<file path="config.mk">
export PLATFORM = sky130hd
export DESIGN_NAME = round_robin_buffer_pool_core
export DESIGN_NICKNAME = d
export VERILOG_FILES = /design/src/sv/rrbp_pkg.sv /design/src/sv/rrbp_ram.sv /design/src/sv/rrbp_qctl.sv /design/src/sv/round_robin_buffer_pool_core.sv
export SDC_FILE = /design/constraint.sdc
export NUM_CORES = 1
export LEC_CHECK = 0
export ABC_AREA = 0
export BUFFER_PORTS_ARGS = -buffer_cell sky130_fd_sc_hd__buf_2
export CAP_MARGIN = 5
export CORE_MARGIN = 1.5
export CORE_UTILIZATION = 57
export CTS_BUF_LIST = sky130_fd_sc_hd__clkbuf_4 sky130_fd_sc_hd__clkbuf_8 sky130_fd_sc_hd__clkbuf_16
export DETAILED_ROUTE_END_ITERATION = 7
export GPL_TIMING_DRIVEN = 0
export PLACE_DENSITY = 0.78
export SLEW_MARGIN = 25
export SYNTH_ARGS = -nofsm -noshare
export SYNTH_HDL_FRONTEND = slang
export SYNTH_SLANG_ARGS = --single-unit
export TNS_END_PERCENT = 20
</file>
<file path="constraint.sdc">
create_clock -name clk -period 3.8 [get_ports clk]
set_input_delay 0.57 -clock clk [delete_from_list [all_inputs] [get_ports clk]]
set_output_delay 0.57 -clock clk [all_outputs]
set_load 0.005 [all_outputs]
</file>
<file path="src/sv/rrbp_pkg.sv">
// Shared field widths, request and status codes, and the stage-one record of the buffer pool.
package rrbp_pkg;

	localparam int ID_W   = 6;
	localparam int QSEL_W = 3;
	localparam int ID_N   = 1 << ID_W;

	localparam logic REQ_TAKE   = 1'b0;
	localparam logic REQ_RETURN = 1'b1;

	typedef enum logic [1:0] {
		ST_OK    = 2'd0,
		ST_EMPTY = 2'd1,
		ST_FULL  = 2'd2
	} status_t;

	typedef struct packed {
		logic              valid;
		logic              grant;
		status_t           status;
		logic [QSEL_W-1:0] queue;
		logic [ID_W-1:0]   base_id;
		logic              use_ram;
		logic [ID_W-1:0]   init_slot;
	} rrbp_s1_t;

endpackage

</file>
<file path="src/sv/rrbp_ram.sv">
// Generic single-write, single-read RAM with registered read data.
module rrbp_ram #(
	parameter int WIDTH = 3,
	parameter int DEPTH = 64,
	localparam int AW = (DEPTH > 1) ? $clog2(DEPTH) : 1
) (
	input  logic             clk,
	input  logic             we,
	input  logic [AW-1:0]    waddr,
	input  logic [WIDTH-1:0] wdata,
	input  logic [AW-1:0]    raddr,
	output logic [WIDTH-1:0] rdata
);

	logic [WIDTH-1:0] mem [DEPTH];

	always_ff @(posedge clk) begin
		if (we) begin
			mem[waddr] <= wdata;
		end
		rdata <= mem[raddr];
	end

endmodule

</file>
<file path="src/sv/rrbp_qctl.sv">
// Queue pointers, fill counts and round-robin select; issues the store access for each beat.
module rrbp_qctl #(
	parameter int NUM_QUEUES      = 8,
	parameter int SLOTS_PER_QUEUE = 8,
	localparam int QW = (NUM_QUEUES > 1) ? $clog2(NUM_QUEUES) : 1,
	localparam int SW = (SLOTS_PER_QUEUE > 1) ? $clog2(SLOTS_PER_QUEUE) : 1,
	localparam int FW = $clog2(SLOTS_PER_QUEUE + 1),
	localparam int AW = (NUM_QUEUES * SLOTS_PER_QUEUE > 1) ?
		$clog2(NUM_QUEUES * SLOTS_PER_QUEUE) : 1
) (
	input  logic                     clk,
	input  logic                     arst_n,
	input  logic                     acc,
	input  logic                     req_type,
	input  logic [rrbp_pkg::ID_W-1:0] buffer_id,
	output logic                     wr_en,
	output logic [AW-1:0]            wr_addr,
	output logic [SW-1:0]            wr_data,
	output logic [AW-1:0]            rd_addr,
	output rrbp_pkg::rrbp_s1_t       stage_s1
);
	import rrbp_pkg::*;

	localparam int TW = SW + 1;

	logic [QW-1:0]   rr_q;
	logic [SW-1:0]   head_q  [NUM_QUEUES];
	logic [FW-1:0]   fill_q  [NUM_QUEUES];
	logic [FW-1:0]   wmark_q [NUM_QUEUES];

	logic [ID_W-1:0] home_lut [ID_N];
	logic [SW-1:0]   slot_lut [ID_N];

	logic            is_take;
	logic [ID_W-1:0] home;
	logic [SW-1:0]   slot_in;
	logic            home_ok;
	logic [QW-1:0]   q;
	logic [SW-1:0]   h;
	logic [FW-1:0]   f;
	logic [FW-1:0]   wm;
	logic            take_ok;
	logic            ret_ok;
	logic [TW-1:0]   tail_sum;
	logic [SW-1:0]   tail;
	logic [SW-1:0]   h_next;
	logic [AW-1:0]   qbase;

	for (genvar i = 0; i < ID_N; i++) begin : g_lut
		assign home_lut[i] = ID_W'(i / SLOTS_PER_QUEUE);
		assign slot_lut[i] = SW'(i % SLOTS_PER_QUEUE);
	end

	always_comb begin
		is_take  = (req_type == REQ_TAKE);
		home     = home_lut[buffer_id];
		slot_in  = slot_lut[buffer_id];
		home_ok  = ({1'b0, home} < (ID_W + 1)'(NUM_QUEUES));
		q        = is_take ? rr_q : home[QW-1:0];
		h        = head_q[q];
		f        = fill_q[q];
		wm       = wmark_q[q];
		take_ok  = is_take && (f != '0);
		ret_ok   = !is_take && home_ok && (f != FW'(SLOTS_PER_QUEUE));
		tail_sum = TW'(h) + TW'(f);
		tail     = (tail_sum >= TW'(SLOTS_PER_QUEUE)) ?
			SW'(tail_sum - TW'(SLOTS_PER_QUEUE)) : SW'(tail_sum);
		h_next   = (h == SW'(SLOTS_PER_QUEUE - 1)) ? '0 : SW'(h + 1'b1);
		qbase    = AW'(q) * AW'(SLOTS_PER_QUEUE);
		rd_addr  = qbase + AW'(h);
		wr_addr  = qbase + AW'(tail);
		wr_data  = slot_in;
		wr_en    = acc && ret_ok;
	end

	// Positions below the write mark hold stored slots; above it a queue still has its reset order.
	always_ff @(posedge clk or negedge arst_n) begin
		if (!arst_n) begin
			rr_q <= '0;
			for (int i = 0; i < NUM_QUEUES; i++) begin
				head_q[i]  <= '0;
				fill_q[i]  <= FW'(SLOTS_PER_QUEUE);
				wmark_q[i] <= '0;
			end
		end else if (acc) begin
			if (is_take) begin
				rr_q <= (rr_q == QW'(NUM_QUEUES - 1)) ? '0 : QW'(rr_q + 1'b1);
			end
			if (take_ok) begin
				head_q[q] <= h_next;
				fill_q[q] <= FW'(f - 1'b1);
			end
			if (ret_ok) begin
				fill_q[q] <= FW'(f + 1'b1);
				if (wm != FW'(SLOTS_PER_QUEUE)) begin
					wmark_q[q] <= FW'(wm + 1'b1);
				end
			end
		end
	end

	always_ff @(posedge clk or negedge arst_n) begin
		if (!arst_n) begin
			stage_s1 <= '0;
		end else begin
			stage_s1.valid     <= acc;
			stage_s1.grant     <= take_ok;
			stage_s1.status    <= is_take ? (take_ok ? ST_OK : ST_EMPTY) :
				(ret_ok ? ST_OK : ST_FULL);
			stage_s1.queue     <= is_take ? QSEL_W'(rr_q) : home[QSEL_W-1:0];
			stage_s1.base_id   <= ID_W'(qbase);
			stage_s1.use_ram   <= (FW'(h) < wm);
			stage_s1.init_slot <= ID_W'(h);
		end
	end

endmodule

</file>
<file path="src/sv/round_robin_buffer_pool_core.sv">
// Top level of the round-robin buffer pool: queue control, slot store and result register.
//
// Usage:
//   Request channel: drive req_type and buffer_id with start high; a beat is
//   accepted at every rising edge where start is high and busy is low. busy
//   stays low, so one request can be accepted on every clock.
//   A take (req_type 0) pops the oldest slot of the queue named by the
//   round-robin pointer, which advances on every take; a return (req_type 1)
//   appends the slot of buffer_id to its home queue.
//   Result channel: done pulses for exactly one cycle, once the request beat
//   has passed the stage-one and result registers, with granted_id, status and
//   queue_chosen. Results leave in request order, one per request; the
//   receiver has no way to stall them. Throughput is one request per cycle;
//   a result passes the registered read of the slot store and the result register.
//   Reset (arst_n low) makes every queue full with its slots in order, the
//   round-robin pointer zero and clears pending results. The slot store is
//   not swept: a per-queue write mark tells which positions still read as
//   their reset order, so no clearing pass is needed after reset.
module round_robin_buffer_pool_core #(
	parameter int NUM_QUEUES      = 8,
	parameter int SLOTS_PER_QUEUE = 8
) (
	input  logic                        clk,
	input  logic                        arst_n,
	input  logic                        start,
	output logic                        busy,
	input  logic                        req_type,
	input  logic [rrbp_pkg::ID_W-1:0]   buffer_id,
	output logic                        done,
	output logic [rrbp_pkg::ID_W-1:0]   granted_id,
	output logic [1:0]                  status,
	output logic [rrbp_pkg::QSEL_W-1:0] queue_chosen
);
	import rrbp_pkg::*;

	localparam int SW    = (SLOTS_PER_QUEUE > 1) ? $clog2(SLOTS_PER_QUEUE) : 1;
	localparam int DEPTH = NUM_QUEUES * SLOTS_PER_QUEUE;
	localparam int AW    = (DEPTH > 1) ? $clog2(DEPTH) : 1;

	logic            acc;
	logic            wr_en;
	logic [AW-1:0]   wr_addr;
	logic [SW-1:0]   wr_data;
	logic [AW-1:0]   rd_addr;
	logic [SW-1:0]   ram_rdata;
	rrbp_s1_t        stage_s1;
	logic [ID_W-1:0] slot_s1;

	logic              done_s2;
	logic [ID_W-1:0]   granted_s2;
	status_t           status_s2;
	logic [QSEL_W-1:0] queue_s2;

	// Every request finishes in one pass, so never hold off the requester.
	assign busy = 1'b0;
	assign acc  = start && !busy;

	rrbp_qctl #(
		.NUM_QUEUES      (NUM_QUEUES),
		.SLOTS_PER_QUEUE (SLOTS_PER_QUEUE)
	) u_qctl (
		.clk       (clk),
		.arst_n    (arst_n),
		.acc       (acc),
		.req_type  (req_type),
		.buffer_id (buffer_id),
		.wr_en     (wr_en),
		.wr_addr   (wr_addr),
		.wr_data   (wr_data),
		.rd_addr   (rd_addr),
		.stage_s1  (stage_s1)
	);

	// Slot store: one entry per buffer position, no reset.
	rrbp_ram #(
		.WIDTH (SW),
		.DEPTH (DEPTH)
	) u_slot_ram (
		.clk   (clk),
		.we    (wr_en),
		.waddr (wr_addr),
		.wdata (wr_data),
		.raddr (rd_addr),
		.rdata (ram_rdata)
	);

	// Pick the stored slot, or the reset order for a position never written.
	assign slot_s1 = stage_s1.use_ram ? ID_W'(ram_rdata) : stage_s1.init_slot;

	// Result register: register each result, drop granted_id to zero unless granted.
	always_ff @(posedge clk or negedge arst_n) begin
		if (!arst_n) begin
			done_s2 <= 1'b0;
		end else begin
			done_s2 <= stage_s1.valid;
		end
	end

	always_ff @(posedge clk) begin
		granted_s2 <= stage_s1.grant ? ID_W'(stage_s1.base_id + slot_s1) : '0;
		status_s2  <= stage_s1.status;
		queue_s2   <= stage_s1.queue;
	end

	assign done         = done_s2;
	assign granted_id   = granted_s2;
	assign status       = status_s2;
	assign queue_chosen = queue_s2;

`ifndef SYNTH
	a_result_follows_beat: assert property (@(posedge clk) disable iff (!arst_n)
		acc |=> ##1 done)
		else $error("accepted beat produced no result two cycles later");

	a_grant_only_on_ok: assert property (@(posedge clk) disable iff (!arst_n)
		(done && (granted_id != '0)) |-> (status == ST_OK))
		else $error("nonzero granted_id with a failing status");

	a_no_result_without_beat: assert property (@(posedge clk) disable iff (!arst_n)
		done |-> $past(stage_s1.valid))
		else $error("result strobe without a request in stage one");

	a_empty_grants_zero: assert property (@(posedge clk) disable iff (!arst_n)
		(done && (status == ST_EMPTY)) |-> (granted_id == '0))
		else $error("empty take handed out an identifier");
`endif

endmodule
</file>
==> impl_results.md <==
* Slew Limit Fails at 0
* Number of global-route vias before repair at 9,324
* Synth Area in Adders at 0.0115
* Clock Path Buffers at 3
* Top cell type by total area after synthesis: edfxtp_1
* PwrDens at 942 nW/µm²
* Worst r2r dst: u_slot_ram.mem[37][0]$_DFFE_PP_
* CP startpoint kind: register
* Peak supply drop at 661 µV
* Crit Path Max Fanout at 10
* R2R depth at 19
* GR Util All Layers at 0.308
* EDFF count, synth at 192
* Vias/cell at around 6.6
* Clock Latency Late Sink at 560 ps
* Cells after DPL at roughly 1.4k
* Mapped Nets at 1,054
* Largest net degree at the start of global routing at 65
* Finished Cell Area at 16,300 µm²
* Synthesis Warnings at 0
* Met3 wire length at 4700 µm
* Setup Skew at 13.2 ps
* Synthesized flop and latch total at ~310
* Reg area at ~8600 µm²
* # H-tree levels at 1
* Initial antenna violation count at 3
* Fin. Hold Viols at 0
* Dominant cells by area after synthesis: edfxtp_1, dfrtp_1, mux2_2
* Fin crit share at 1.00
* Syn Inst Count at 1,032
* Initial drt markers at 1,469
* Final setup violation count at 36
* Final setup margin at -15.4 ps
* I/O Buffers at 20
* WHS Path Cells at 1
* Leakage at 0.00600 µW
* Final Core Density at 0.692
* First-pass GRT wire length at 56,200 µm
* Synth Cell Area at approximately 14,000 µm²
* Remaining DRCs at 0
* Reg2reg start: u_qctl.rr_q[0]$_DFFE_PN0P_
* CTS tree: done
* First drt pass iteration count at 7
* Non-Filler Instances at 1,466
* WL per Instance at 25.8 µm
* DP HPWL at between 20,000 and 25,000 µm
* Post-Syn Area per Cell at around 13 µm²
* Min Clock Period, post-route at 3820 ps
* Failing checks: setup timing
* Most frequent cells in the layout: edfxtp_1, dfrtp_1, nand2_1, mux2_2, mux2i_1
* DRT met1 WL at 14,300 µm
* Slew Limit Headroom at 0.364
* Area fraction of the dominant cell type after synthesis at 0.420
* Std cell rows at 56
* HP Class: in2reg
* I/O pins at 23
* Post-synthesis sequential area ratio at 0.630
* Crit path DAT at slightly above 4000 ps
* Core Area at between 20,000 and 25,000 µm²
* Final nets at 1,145
* Hold Crit Endpoint: u_qctl.stage_s1[19]$_DFF_PN0_
* Number of max-cap violations at 0
* Hold path start: start
* Total congestion overflow at 0
* RD Place Congestion at 0.951
* Fmax at 0.262 GHz
* Post-Synth Simple-Gate Area at 0.111
* Worst EP required at ~4000 ps
* Compound-Gate Fraction of Synth Area at 0.0836
* Die area at 25,000 µm²
* Post-Route WL at 37,800 µm
* Setup CP Type: reg2reg
* Synth Area in XOR/XNOR at 0.00319
* Sink Count at 309
* Outcome: complete, but fails checks
* RSZ-0062 raised after global routing: yes
* Placed Area at approximately 15,000 µm²
* Met2 WL post-DR at 17,200 µm
* Netlist cell types at between 70 and 80
* Effective utilization at floorplan at 0.582
* Multi-input logic area at 5350 µm²
* Largest family of logic cells by synthesized area: multiplexers
* Chip Width at 158 µm
* # fillers at 1,597
* Post-synthesis mux area share at 0.134
* Root Buffer: clkbuf_16
* Worst-Margin Slew at 947 ps
* Synth Flop Type: edfxtp_1
* Share of synthesized flip-flops with an asynchronous set or reset at 0.333
* Uppermost layer routed: met4
* Worst Setup End Kind: register
* Fraction of layout cells with a size suffix above 1 at 0.316
* Reg clk slew, reported paths at 70 ps
* Die H at between 150 and 200 µm
* Slack of the worst reg-to-reg path at -20 ps
* Vias at 9,677
* Total power at 15,300 µW
* Routed Antenna Nets at 0
* CTS Buf Count at 31
* Commonest non-fill, non-tap cell in the layout: edfxtp_1
* Synth-to-Final Area Change at 18.7%
[synth_stat cells, types with 4 or more instances]
master	n
o2bb2ai_1	8
clkbuf_1	26
mux2i_1	54
dfstp_2	8
and2_1	8
nor4_1	8
mux2i_4	4
nand2_4	6
inv_1	10
dfrtp_1	95
nor2_1	101
xnor2_1	5
a21oi_1	21
mux4_2	16
buf_4	6
o22ai_1	9
dfxtp_1	14
a31oi_1	4
nand2_1	86
nor3_1	25
buf_2	13
o2111ai_1	5
nor2b_1	8
and3_1	18
a22o_1	8
nand3_1	45
edfxtp_1	192
a311oi_1	13
buf_6	8
mux2_2	70
nand2b_1	4
ha_1	11
nor2_2	6
o21ai_0	48
[cell families after synthesis]
kind of cell | after synthesis
multiplexers | 149
other | 1
flip-flops | 309
buffers and inverters | 68
AND/OR/NAND/NOR | 325
adder cells (fa/ha/maj) | 12
AO/OA/AOI/OAI | 163
XOR/XNOR | 5
[state kept, by name, indices dropped and copies added (netlist names), named ones only]
| name | count |
|---|---|
| u_slot_ram.rdata | 3 |
| u_qctl.fill_q | 29 |
| u_qctl.rr_q | 3 |
| granted_id | 6 |
| status | 2 |
| queue_chosen | 3 |
| u_qctl.wmark_q | 32 |
| u_qctl.head_q | 24 |
| u_qctl.stage_s1 | 11 |
| u_slot_ram.mem | 192 |
| done | 1 |
[routing by layer]
layer | global-route usage | vias up
met5 | 0 | -
met4 | 0.132 | 0
met3 | 0.0933 | 139
met2 | 0.464 | 699
met1 | 0.416 | 4763
li1 | - | 4076
[power breakdown]
group          switching [µW]  internal (µW)
Sequential                325           4220
Combinational            4930           2950
Clock                    1250           1650
Total                    6510           8820
[cell type report]
cell class,instances,area share
Buffer,53,0.0227
Clock inverter,19,0.00822
Clock buffer,36,0.0500
Inverter,15,0.00407
Timing Repair Buffer,58,0.0311
Antenna cell,2,0.000307
Sequential cell,309,0.530
Tap cell,319,0.0245
Multi-Input combinational cell,655,0.329
[worst max path at each step]
stage / to / cells after the start / startpoint
after floorplan: u_slot_ram.mem[13][0]$_DFFE_PP_ / 17 / req_type
after global placement: u_slot_ram.mem[40][0]$_DFFE_PP_ / 11 / req_type
after detailed placement: u_slot_ram.mem[40][0]$_DFFE_PP_ / 11 / req_type
after CTS: u_slot_ram.mem[33][2]$_DFFE_PP_ / 19 / u_qctl.rr_q[2]$_DFFE_PN0P_
after global routing: u_slot_ram.rdata[1]$_DFF_P_ / 15 / u_qctl.rr_q[2]$_DFFE_PN0P_
final: u_slot_ram.mem[37][0]$_DFFE_PP_ / 19 / u_qctl.rr_q[0]$_DFFE_PN0P_
[per-stage QoR]
step                      hold slack, ps  setup WS [ps]  TNS (ps)
final                                208          -15.4      -150
after floorplan                      274          -98.2     -2980
after global routing                 203           -118     -7530
after global placement               326          -1110   -218350
after CTS                            199          -25.4      -392
after detailed placement             333          -1180   -229930
[timing repair]
action | 4_1_cts | 5_1_grt
hold buffers | 1 | 0
resized for setup | 71 | 40
pin swaps | 7 | 10
buffers inserted | 18 | 18
endpoints found under the hold margin | 19 | 0
endpoints found under the setup margin | 259 | 245
[worst max-delay path: stages (launching register included)]
cell	delay (ps)
dfrtp_2	430
mux2i_4	220
inv_4	70
buf_12	160
mux2i_2	180
a32oi_2	330
nand2_2	130
buf_12	150
inv_4	80
buf_12	120
ha_4	120
inv_2	40
fa_2	420
xnor2_4	150
buf_12	160
xnor2_4	180
buf_12	170
nand3_4	100
buf_12	180
nor2_4	130
Note: power is estimated with default switching activity, not from simulation.
